File: src/sv/xor_checked_frame_parser_core_assert.svh
// Assertion macros shared by the frame parser modules.
`ifndef XOR_CHECKED_FRAME_PARSER_CORE_ASSERT_SVH
`define XOR_CHECKED_FRAME_PARSER_CORE_ASSERT_SVH

`ifndef ASSERT_OFF
`define XCFP_ASSERT(lbl, clk, rst_n, prop) \
    lbl: assert property (@(posedge clk) disable iff (!rst_n) prop) \
        else $error("assertion failed");
`define XCFP_ASSERT_NR(lbl, clk, prop) \
    lbl: assert property (@(posedge clk) prop) \
        else $error("assertion failed");
`else
`define XCFP_ASSERT(lbl, clk, rst_n, prop)
`define XCFP_ASSERT_NR(lbl, clk, prop)
`endif

`endif

File: src/sv/xcfp_pkg.sv
package xcfp_pkg;

    typedef enum logic [2:0] {
        EV_CONSUMED = 3'd0,
        EV_PAYLOAD  = 3'd1,
        EV_ACCEPT   = 3'd2,
        EV_FAIL     = 3'd3,
        EV_ACKDROP  = 3'd4,
        EV_REJECT   = 3'd5
    } t_event;

    typedef enum logic [1:0] {
        CFG_REQ_HIGH = 2'd0,
        CFG_REQ_LOW  = 2'd1,
        CFG_ACK_HIGH = 2'd2,
        CFG_ACK_LOW  = 2'd3
    } t_cfg_idx;

    typedef struct packed {
        logic [7:0] req_high;
        logic [7:0] req_low;
        logic [7:0] ack_high;
        logic [7:0] ack_low;
    } t_hdr_cfg;

    typedef struct packed {
        t_event     event_res;
        logic [7:0] payload_byte;
        logic [7:0] payload_index;
        logic [7:0] frame_cmd;
        logic [7:0] frame_length;
        logic       ack_frame;
    } t_result;

endpackage

File: src/sv/xcfp_parser.sv
`include "xor_checked_frame_parser_core_assert.svh"

module xcfp_parser import xcfp_pkg::*; (
    input  logic       i_clk,
    input  logic       i_rst_n,
    input  t_hdr_cfg   i_cfg,
    input  logic       i_beat,
    input  logic [7:0] i_rx_byte,
    output t_result    o_result
);

    typedef enum logic [2:0] {
        PH_HDR_H = 3'd0,
        PH_HDR_L = 3'd1,
        PH_CMD   = 3'd2,
        PH_LEN   = 3'd3,
        PH_DATA  = 3'd4,
        PH_CHK   = 3'd5
    } t_phase;

    t_phase     r_phase, n_phase;
    logic [7:0] r_xor,   n_xor;
    logic [7:0] r_cnt,   n_cnt;
    logic [7:0] r_len,   n_len;
    logic [7:0] r_cmd,   n_cmd;
    logic       r_resp,  n_resp;

    logic [7:0] rq, ak;
    logic [7:0] cnt_inc;
    logic       resp_out;
    t_event     ev;
    logic [7:0] pbyte, pidx;

    always_comb begin
        n_phase  = r_phase;
        n_xor    = r_xor;
        n_cnt    = r_cnt;
        n_len    = r_len;
        n_cmd    = r_cmd;
        n_resp   = r_resp;
        ev       = EV_CONSUMED;
        pbyte    = 8'd0;
        pidx     = 8'd0;
        rq       = (r_phase == PH_HDR_H) ? i_cfg.req_high : i_cfg.req_low;
        ak       = (r_phase == PH_HDR_H) ? i_cfg.ack_high : i_cfg.ack_low;
        cnt_inc  = r_cnt + 8'd1;
        resp_out = r_resp;
        unique case (r_phase)
            PH_HDR_H, PH_HDR_L: begin
                if (i_rx_byte == rq || i_rx_byte == ak) begin
                    n_resp  = (i_rx_byte != rq);
                    n_xor   = r_xor ^ i_rx_byte;
                    n_phase = (r_phase == PH_HDR_H) ? PH_HDR_L : PH_CMD;
                end else begin
                    n_phase = PH_HDR_H;
                    n_xor   = 8'd0;
                    n_cnt   = 8'd0;
                    n_resp  = 1'b0;
                    ev      = EV_REJECT;
                end
                resp_out = n_resp;
            end
            PH_CMD: begin
                n_cmd   = i_rx_byte;
                n_xor   = r_xor ^ i_rx_byte;
                n_phase = PH_LEN;
            end
            PH_LEN: begin
                n_len   = i_rx_byte;
                n_xor   = r_xor ^ i_rx_byte;
                n_cnt   = 8'd0;
                n_phase = (i_rx_byte == 8'd0) ? PH_CHK : PH_DATA;
            end
            PH_DATA: begin
                ev    = EV_PAYLOAD;
                pbyte = i_rx_byte;
                pidx  = r_cnt;
                n_cnt = cnt_inc;
                n_xor = r_xor ^ i_rx_byte;
                if (cnt_inc == r_len) begin
                    n_phase = PH_CHK;
                end
            end
            PH_CHK: begin
                if (i_rx_byte == r_xor) begin
                    ev = r_resp ? EV_ACKDROP : EV_ACCEPT;
                end else begin
                    ev = EV_FAIL;
                end
                n_phase = PH_HDR_H;
                n_xor   = 8'd0;
                n_cnt   = 8'd0;
                n_resp  = 1'b0;
            end
            default: begin
                n_phase  = PH_HDR_H;
                n_xor    = 8'd0;
                n_cnt    = 8'd0;
                n_resp   = 1'b0;
                resp_out = 1'b0;
            end
        endcase
    end

    always_comb begin
        o_result.event_res     = ev;
        o_result.payload_byte  = pbyte;
        o_result.payload_index = pidx;
        o_result.frame_cmd     = n_cmd;
        o_result.frame_length  = n_len;
        o_result.ack_frame     = resp_out;
    end

    always_ff @(posedge i_clk) begin
        if (!i_rst_n) begin
            r_phase <= PH_HDR_H;
            r_xor   <= 8'd0;
            r_cnt   <= 8'd0;
            r_len   <= 8'd0;
            r_cmd   <= 8'd0;
            r_resp  <= 1'b0;
        end else if (i_beat) begin
            r_phase <= n_phase;
            r_xor   <= n_xor;
            r_cnt   <= n_cnt;
            r_len   <= n_len;
            r_cmd   <= n_cmd;
            r_resp  <= n_resp;
        end
    end

    `XCFP_ASSERT(a_data_len_nonzero, i_clk, i_rst_n, (r_phase == PH_DATA) |-> (r_len != 8'd0))
    `XCFP_ASSERT(a_idle_clean, i_clk, i_rst_n,
        (r_phase == PH_HDR_H) |-> (r_xor == 8'd0 && r_cnt == 8'd0 && !r_resp))
    `XCFP_ASSERT(a_chk_restarts, i_clk, i_rst_n,
        (i_beat && r_phase == PH_CHK) |=> (r_phase == PH_HDR_H))

endmodule

File: src/sv/xcfp_skid.sv
`include "xor_checked_frame_parser_core_assert.svh"

module xcfp_skid import xcfp_pkg::*; (
    input  logic    i_clk,
    input  logic    i_rst_n,
    input  logic    i_valid,
    output logic    o_stall,
    input  t_result i_data,
    output logic    o_valid,
    input  logic    i_stall,
    output t_result o_data
);

    logic    r_out_valid, r_skd_valid;
    t_result r_out, r_skd;
    logic    in_beat, out_beat;

    assign o_stall  = r_skd_valid;
    assign in_beat  = i_valid && !r_skd_valid;
    assign out_beat = r_out_valid && !i_stall;
    assign o_valid  = r_out_valid;
    assign o_data   = r_out;

    always_ff @(posedge i_clk) begin
        if (!i_rst_n) begin
            r_out_valid <= 1'b0;
            r_skd_valid <= 1'b0;
        end else if (r_skd_valid) begin
            if (out_beat) begin
                r_out       <= r_skd;
                r_skd_valid <= 1'b0;
            end
        end else if (in_beat) begin
            if (!r_out_valid || out_beat) begin
                r_out       <= i_data;
                r_out_valid <= 1'b1;
            end else begin
                r_skd       <= i_data;
                r_skd_valid <= 1'b1;
            end
        end else if (out_beat) begin
            r_out_valid <= 1'b0;
        end
    end

    `XCFP_ASSERT(a_skd_implies_out, i_clk, i_rst_n, r_skd_valid |-> r_out_valid)
    `XCFP_ASSERT(a_out_holds, i_clk, i_rst_n, (r_out_valid && i_stall) |=> r_out_valid)
    `XCFP_ASSERT(a_out_stable, i_clk, i_rst_n, (r_out_valid && i_stall) |=> $stable(r_out))
    `XCFP_ASSERT_NR(a_rst_empty, i_clk, !i_rst_n |=> (!r_out_valid && !r_skd_valid))

endmodule

File: src/sv/xor_checked_frame_parser_core.sv
// Byte-stream frame parser with XOR-8 checksum. One received byte is accepted per clock while
// o_in_stall is low, and produces exactly one result beat, registered in the output buffer;
// the only loop is the parse-state update. A two-entry output buffer lets the input keep taking
// bytes while one result waits; o_in_stall rises only when both entries are full. The user must
// see that header patterns are written through the cfg port only while idle; the block does not enforce this.

module xor_checked_frame_parser_core import xcfp_pkg::*; (
    input  logic       i_clk,
    input  logic       i_rst_n,
    input  logic       i_cfg_we,
    input  logic [1:0] i_cfg_idx,
    input  logic [7:0] i_cfg_data,
    input  logic       i_in_valid,
    output logic       o_in_stall,
    input  logic [7:0] i_rx_byte,
    output logic       o_out_valid,
    input  logic       i_out_stall,
    output logic [2:0] o_event_res,
    output logic [7:0] o_payload_byte,
    output logic [7:0] o_payload_index,
    output logic [7:0] o_frame_cmd,
    output logic [7:0] o_frame_length,
    output logic       o_ack_frame
);

    t_hdr_cfg r_cfg;
    t_result  step_res, out_res;
    logic     in_beat;

    always_ff @(posedge i_clk) begin
        if (!i_rst_n) begin
            r_cfg <= '0;
        end else if (i_cfg_we) begin
            unique case (t_cfg_idx'(i_cfg_idx))
                CFG_REQ_HIGH: r_cfg.req_high <= i_cfg_data;
                CFG_REQ_LOW:  r_cfg.req_low  <= i_cfg_data;
                CFG_ACK_HIGH: r_cfg.ack_high <= i_cfg_data;
                CFG_ACK_LOW:  r_cfg.ack_low  <= i_cfg_data;
                default: ;
            endcase
        end
    end

    assign in_beat = i_in_valid && !o_in_stall;

    xcfp_parser u_parser (
        .i_clk     (i_clk),
        .i_rst_n   (i_rst_n),
        .i_cfg     (r_cfg),
        .i_beat    (in_beat),
        .i_rx_byte (i_rx_byte),
        .o_result  (step_res)
    );

    xcfp_skid u_skid (
        .i_clk   (i_clk),
        .i_rst_n (i_rst_n),
        .i_valid (i_in_valid),
        .o_stall (o_in_stall),
        .i_data  (step_res),
        .o_valid (o_out_valid),
        .i_stall (i_out_stall),
        .o_data  (out_res)
    );

    assign o_event_res     = out_res.event_res;
    assign o_payload_byte  = out_res.payload_byte;
    assign o_payload_index = out_res.payload_index;
    assign o_frame_cmd     = out_res.frame_cmd;
    assign o_frame_length  = out_res.frame_length;
    assign o_ack_frame     = out_res.ack_frame;

endmodule
File: config.mk
export PLATFORM = sky130hd
export DESIGN_NAME = xor_checked_frame_parser_core
export DESIGN_NICKNAME = d
export VERILOG_FILES = /design/src/sv/xcfp_pkg.sv /design/src/sv/xcfp_parser.sv /design/src/sv/xcfp_skid.sv /design/src/sv/xor_checked_frame_parser_core.sv
export VERILOG_INCLUDE_DIRS = /design/src /design/src/sv
export SDC_FILE = /design/constraint.sdc
export NUM_CORES = 1
export LEC_CHECK = 0
export BUFFER_PORTS_ARGS = -buffer_cell sky130_fd_sc_hd__buf_2
export CAP_MARGIN = 10
export CORE_UTILIZATION = 35
export DETAILED_ROUTE_END_ITERATION = 7
export HOLD_SLACK_MARGIN = 0.15
export PLACE_DENSITY = 0.61
export SLEW_MARGIN = 10
export SYNTH_ARGS = -nofsm -noshare
export SYNTH_HDL_FRONTEND = slang
export SYNTH_SLANG_ARGS = --single-unit
File: constraint.sdc
create_clock -name i_clk -period 5.9 [get_ports i_clk]
set_input_delay 1.18 -clock i_clk [delete_from_list [all_inputs] [get_ports i_clk]]
set_output_delay 1.18 -clock i_clk [all_outputs]
set_load 0.02 [all_outputs]
# == Yosys cells after proc, flatten, opt, wreduce, memory -nomap -nowiden ==
# Cells that the tools add are included.
# totals
reg_bits,142
input_bits,23
output_inout_bits,38
elab_cells,106
# classes
n_addsub,1
eq_ne,17
muxes,33
bitwise,5
n_reduce_logical,26
# ops
cell,n
$mux W36,4
$mux W8,8
$eq A8 B8 Y1,4
$pmux W8 S3,1
$pmux W8 S2,1
$mux W3,5
$pmux W3 S4,1
$reduce_and A2 Y1,6
$mux W1,9
$pmux W3 S3,1
$add A8 B1 Y8 const B,1
$logic_not A8 Y1,1
$ne A8 B8 Y1,1
$reduce_and A4 Y1,2
$xor A8 B8 Y8,1
$eq A3 B2 Y1 const B,2
$eq A3 B3 Y1 const B,2
$reduce_and A3 Y1,2
$reduce_bool A2 Y1,3
$eq A2 B2 Y1 const B,2
$ne A2 B1 Y1 const B,2
$ne A2 B2 Y1 const B,2
$not A1 Y1,4
$pmux W1 S2,2
11 further kinds,15

# == Longest topological paths before layout ==
# depth
word_depth,9
ltp_mapped,10
mapped_depth_nobuf,8

# == By module ==
# From an unflattened synthesis, not the netlist that was laid out.
# hier_totals
hier_cells,605
area_unflattened_um2,6723.9
# modules_own_cells
module,n_inst,cells_per_inst,area_each_um2,seq_area_each_um2
xcfp_parser,1,364,2832.7,720.7
xcfp_skid,1,125,2708.8,2202.1
xor_checked_frame_parser_core,1,116,1182.4,640.6

# == Least setup slack after synthesis ==
# Ideal clock, no wire load.
# synth_timing
kind,input -> register
start,in i_in_valid
end,reg u_skid.r_skd[0] (netlist bit) (enable)
setup_time_ps,474
t_arrival_ps,4079
required_time_ps,5426
slack_ps,1347
path_stages,4
path_buffers,2
cell_sequence,nand2b_1 > clkbuf_1 > clkbuf_1 > nor3_1
# synth_via
elab_chain_len,2
# synth_rtl
item,line,text
"start, declared",xor_checked_frame_parser_core.sv:13,"input logic i_in_valid,"
$logic_and A1 B1 Y1,xcfp_skid.sv:19,assign in_beat = i_valid && !r_skd_valid;
$reduce_and A4 Y1 (no line),--,
"end signal, assigned",xcfp_skid.sv:38,r_skd <= i_data;
"end, declared",xcfp_skid.sv:15,"t_result r_out, r_skd;"
# Every way passes these cells.
# A chain may end at the register's enable or synchronous reset.

# == Worst setup path after layout ==
# layout_timing
start,in i_rx_byte[6]
end,reg u_parser.r_phase[1]
# layout_via
elab_chain_len,4
elab_cells_between_ends,5
cone_classes,2 x eq/ne; 2 x mux; 1 x reduce/logical
# layout_rtl
item,line,text
"start, declared",xor_checked_frame_parser_core.sv:15,"input logic [7:0] i_rx_byte,"
$eq A8 B8 Y1,xcfp_parser.sv:50,if (i_rx_byte == rq || i_rx_byte == ak) begin
$logic_or A1 B1 Y1 *,xcfp_parser.sv:50,
$mux W3 *,xcfp_parser.sv:50,
$pmux W3 S4 *,xcfp_parser.sv:48,unique case (r_phase)
"end signal, assigned",xcfp_parser.sv:123,r_phase <= n_phase;
"end, declared",xcfp_parser.sv:21,"t_phase r_phase, n_phase;"
# Mark *: on every way between the ends. The rest lies on a longest branch, timed or not.

==> metrics.csv <==
stage,metric,value,unit
route,post-DR vias/cell,5.265,
die,row cnt,49,
logic_synthesis,share of the synthesized area in the top cell type,33.24,%
sta,fin crit share,51.61,%
cts,H-tree depth,4,
route,vias post-DR,4654,
sta,setup tns final,0,ns
sta,post-route minimum period,3.045,ns
cts,# hold bufs at CTS,0,
die,Die X,138.3,µm
power_and_ir_drop,Clock power frac,45.5,%
setup_path,slowest cell on the critical path,or4_1,
logic_synthesis,Yosys warnings,0,
sta,slew margin rel.,23.88,%
power_and_ir_drop,pwr dens,311.0,nW/µm²
logic_synthesis,Post-synth EDFFs,72,
layout,ant diodes,0,
die,Die H,138.3,µm
placement,Port Buffers,60,
cts,"CTS clk-pin slew, worst paths",0.06,ns
die,Initial Utilization,35.96,%
placement,pre-CTS setup slack,2.479,ns
placement,Final HPWL DP,10340,µm
logic_synthesis,post-synthesis instance total,598,
run_status,failing checks,DRC,
logic_synthesis,Synth area leaders,"edfxtp_1 33%, dfxtp_1 22%, mux2_2 8.0%",
logic_synthesis,Mapped Nets,622,
setup_path,R2R setup slack,2.94,ns
layout,share of cells above drive strength 1,23.21,%
sta,final setup vio count,0,
global_route,antenna violations before repair,0,
sta,Final Hold Viols,0,
cts,PostCTS Resize Cnt,0,
power_and_ir_drop,Sw Share,23.71,%
setup_path,CP arrival,3.38,ns
route,DRC Markers,10,
setup_path,worst reg2reg path depth,7,
route,Routed Antenna Nets,0,
min_path,Worst Hold Class,flip-flop to flip-flop,
setup_path,Crit Reg-Reg Endpoint,u_parser.r_phase[1],
global_route,pin count of the biggest net entering global routing,55,
power_and_ir_drop,P_sw,0.5595,mW
logic_synthesis,Post-synth top cells,"82 x nor2_1, 72 x edfxtp_1, 70 x dfxtp_1, 46 x mux2_2, 36 x mux2i_1",
sta,RSZ-0062 raised after global routing,no,
setup_path,Critical Path RT,6.24,ns
setup_path,Crit path top cell by count,or4_1,
cts,clock root buffer,clkbuf_16,
setup_path,critical path type,primary input to flip-flop,
global_route,Tot GR Track Use,16.44,%
power_and_ir_drop,worst ir drop on vdd,0.0002128,V
flow_run,max-cap violation count,0,
logic_synthesis,Yosys cell types,53,
cts,Max clock buf depth,2,
setup_path,cell chain of the critical path,buf_2 -> xnor2_1 -> o21ai_0 -> or4_1 -> a221oi_2 -> a22oi_2 -> or4_1 -> a21oi_1,
logic_synthesis,Seq cells post-synth,142,
global_route,first-pass GRT wire length,24650,µm
logic_synthesis,Post-synth ARST share,0,%
setup_path,crit path launch type,primary input,
layout,# nets final,666,
route,Initial DRC Count,402,
sta,final-report max-slew violation count,0,
min_path,hold wc startpoint,u_parser.r_cmd[1],
setup_path,crit path max fanout,12,
min_path,Hold Crit Depth,2,
sta,Max Fclk,328.4,MHz
route,Total Wirelength,15170,µm
logic_synthesis,Post-Syn Area per Cell,10.88,µm²
sta,Clock Skew,0.01006,ns
setup_path,RR Startpoint,u_parser.r_phase[1],
sta,Worst-Margin Slew,1.142,ns
global_route,vias in the first global route,4605,
power_and_ir_drop,Static Leak,2.977,nW
power_and_ir_drop,Pint,1.800,mW
route,Initial DRT Pass Iterations,7,
logic_synthesis,most common cell in the synthesized netlist,nor2_1,
cts,CTS tree,yes,
route,Routed wire per std cell,17.16,µm
setup_path,max incr delay on CP,0.51,ns
run_status,status,"complete, but fails checks",
die,core footprint,18090,µm²
logic_synthesis,synthesized area,6504,µm²
sta,Fin Hold WS,0.4985,ns
layout,Layout Area Growth over Synthesis,16.66,%
min_path,Hold Path Sink,u_parser.r_cmd[1],
setup_path,CP endpoint kind,flip-flop,
die,die area,19130,µm²
global_route,total congestion overflow,0,
cts,post-CTS setup buffer count,0,
logic_synthesis,Synth area leader,edfxtp_1,
power_and_ir_drop,Comb power frac,8.0,%
cts,CTS sink cnt,142,
placement,Final GP Congestion,0.8860,
sta,final worst slack,2.855,ns
die,IO Pins,61,
cts,Worst-Skew Late Latency,0.42,ns
power_and_ir_drop,power share of the sequential group,46.4,%
cts,total CTS buffers,17,
logic_synthesis,"Seq/Total Area, Yosys",54.79,%
logic_synthesis,"Primary FF master, synth",edfxtp_1,
[logic make-up after synthesis]
kind of cell	synth area share (%)
AOI/OAI and AO/OA	9.273
and+or+nand+nor	13.68
buffers and inverters	3.982
DFF	54.79
adders and majority gates	0.1924
muxes	13.51
xor gates and xnor gates	4.579
[per-layer routing]
metal	vias to the layer above	wire length, µm	track usage (%)
li1	2237	-	-
met1	2241	6775	21.44
met2	158	7245	26.50
met3	18	909	3.637
met4	0	243	6.505
met5	-	0	0
[how the worst max path moves through the flow]
stage                                to  cells past startpoint            from  slack [ns]
finish              u_parser.r_phase[1]                      8    i_rx_byte[6]        2.85
global route          u_parser.r_xor[3]                      4  u_skid.o_stall        2.70
CTS                   u_parser.r_xor[6]                      8    i_rx_byte[6]        2.90
detailed placement    u_parser.r_xor[6]                      8    i_rx_byte[6]        2.48
global placement    u_parser.r_phase[1]                      8    i_rx_byte[6]        2.52
floorplan               u_skid.r_skd[0]                      4      i_in_valid        1.35
[cell type report]
cell class / instances / area [µm²]
Clock buffer: 23 / 543.0
Clock inverter: 9 / 67.56
Fill cell: 1673 / 10500
Inverter: 25 / 93.84
Multi-Input combinational cell: 391 / 2694
Sequential cell: 142 / 3565
Tap cell: 229 / 286.5
Timing Repair Buffer: 65 / 337.8
[layout by cell type, fill, tap and decap left out, types with 5 or more instances in the layout]
master,Yosys,final
o21ai_0,18,18
edfxtp_1,72,72
nor3_1,29,28
nand2_1,20,20
nand2b_1,8,8
nand3_1,7,7
nand4_1,5,5
inv_1,24,24
clkbuf_16,0,21
a32o_1,9,9
mux2i_1,36,36
xnor2_1,26,26
a21oi_1,31,31
dfxtp_1,70,69
buf_4,1,5
nor2_1,82,81
xor2_1,8,8
buf_2,3,60
and3_1,17,17
mux2_2,46,46
[metrics by stage]
step	util [%]	std cells	power, mW	instance area (µm²)
2_1_floorplan	-	598	1.246	6504
3_3_place_gp	38.57	852	1.301	6977
3_5_place_dp	38.57	852	1.305	6977
4_1_cts	41.95	884	2.383	7587
5_1_grt	41.95	884	2.448	7587
6_report	41.95	884	2.360	7587
[sequential cells by signal (all words and copies together) (netlist names)]
name	count
r_cfg	32
u_parser.r_xor	8
u_skid.o_stall	1
u_parser.r_len	8
u_skid.o_data	36
u_parser.r_resp	1
u_parser.r_cmd	8
u_parser.r_phase	3
u_skid.o_valid	1
u_parser.r_cnt	8
u_skid.r_skd	36
[power by group through the flow]
stage | clock network [mW] | registers (mW) | logic (mW)
after floorplan | 0 | 1.13 | 0.121
after global placement | 0 | 1.12 | 0.185
after detailed placement | 0 | 1.12 | 0.188
after CTS | 1.10 | 1.10 | 0.189
after global routing | 1.14 | 1.10 | 0.206
final | 1.07 | 1.10 | 0.189
[worst max-delay path: cells and delay by family]
family / cells / cell delay (ns)
AOI/OAI and AO/OA: 4 / 0.77
buffers and inverters: 1 / 0.26
xor gates and xnor gates: 1 / 0.16
and+or+nand+nor: 2 / 1.01
Power figures use the tool's default switching activity.
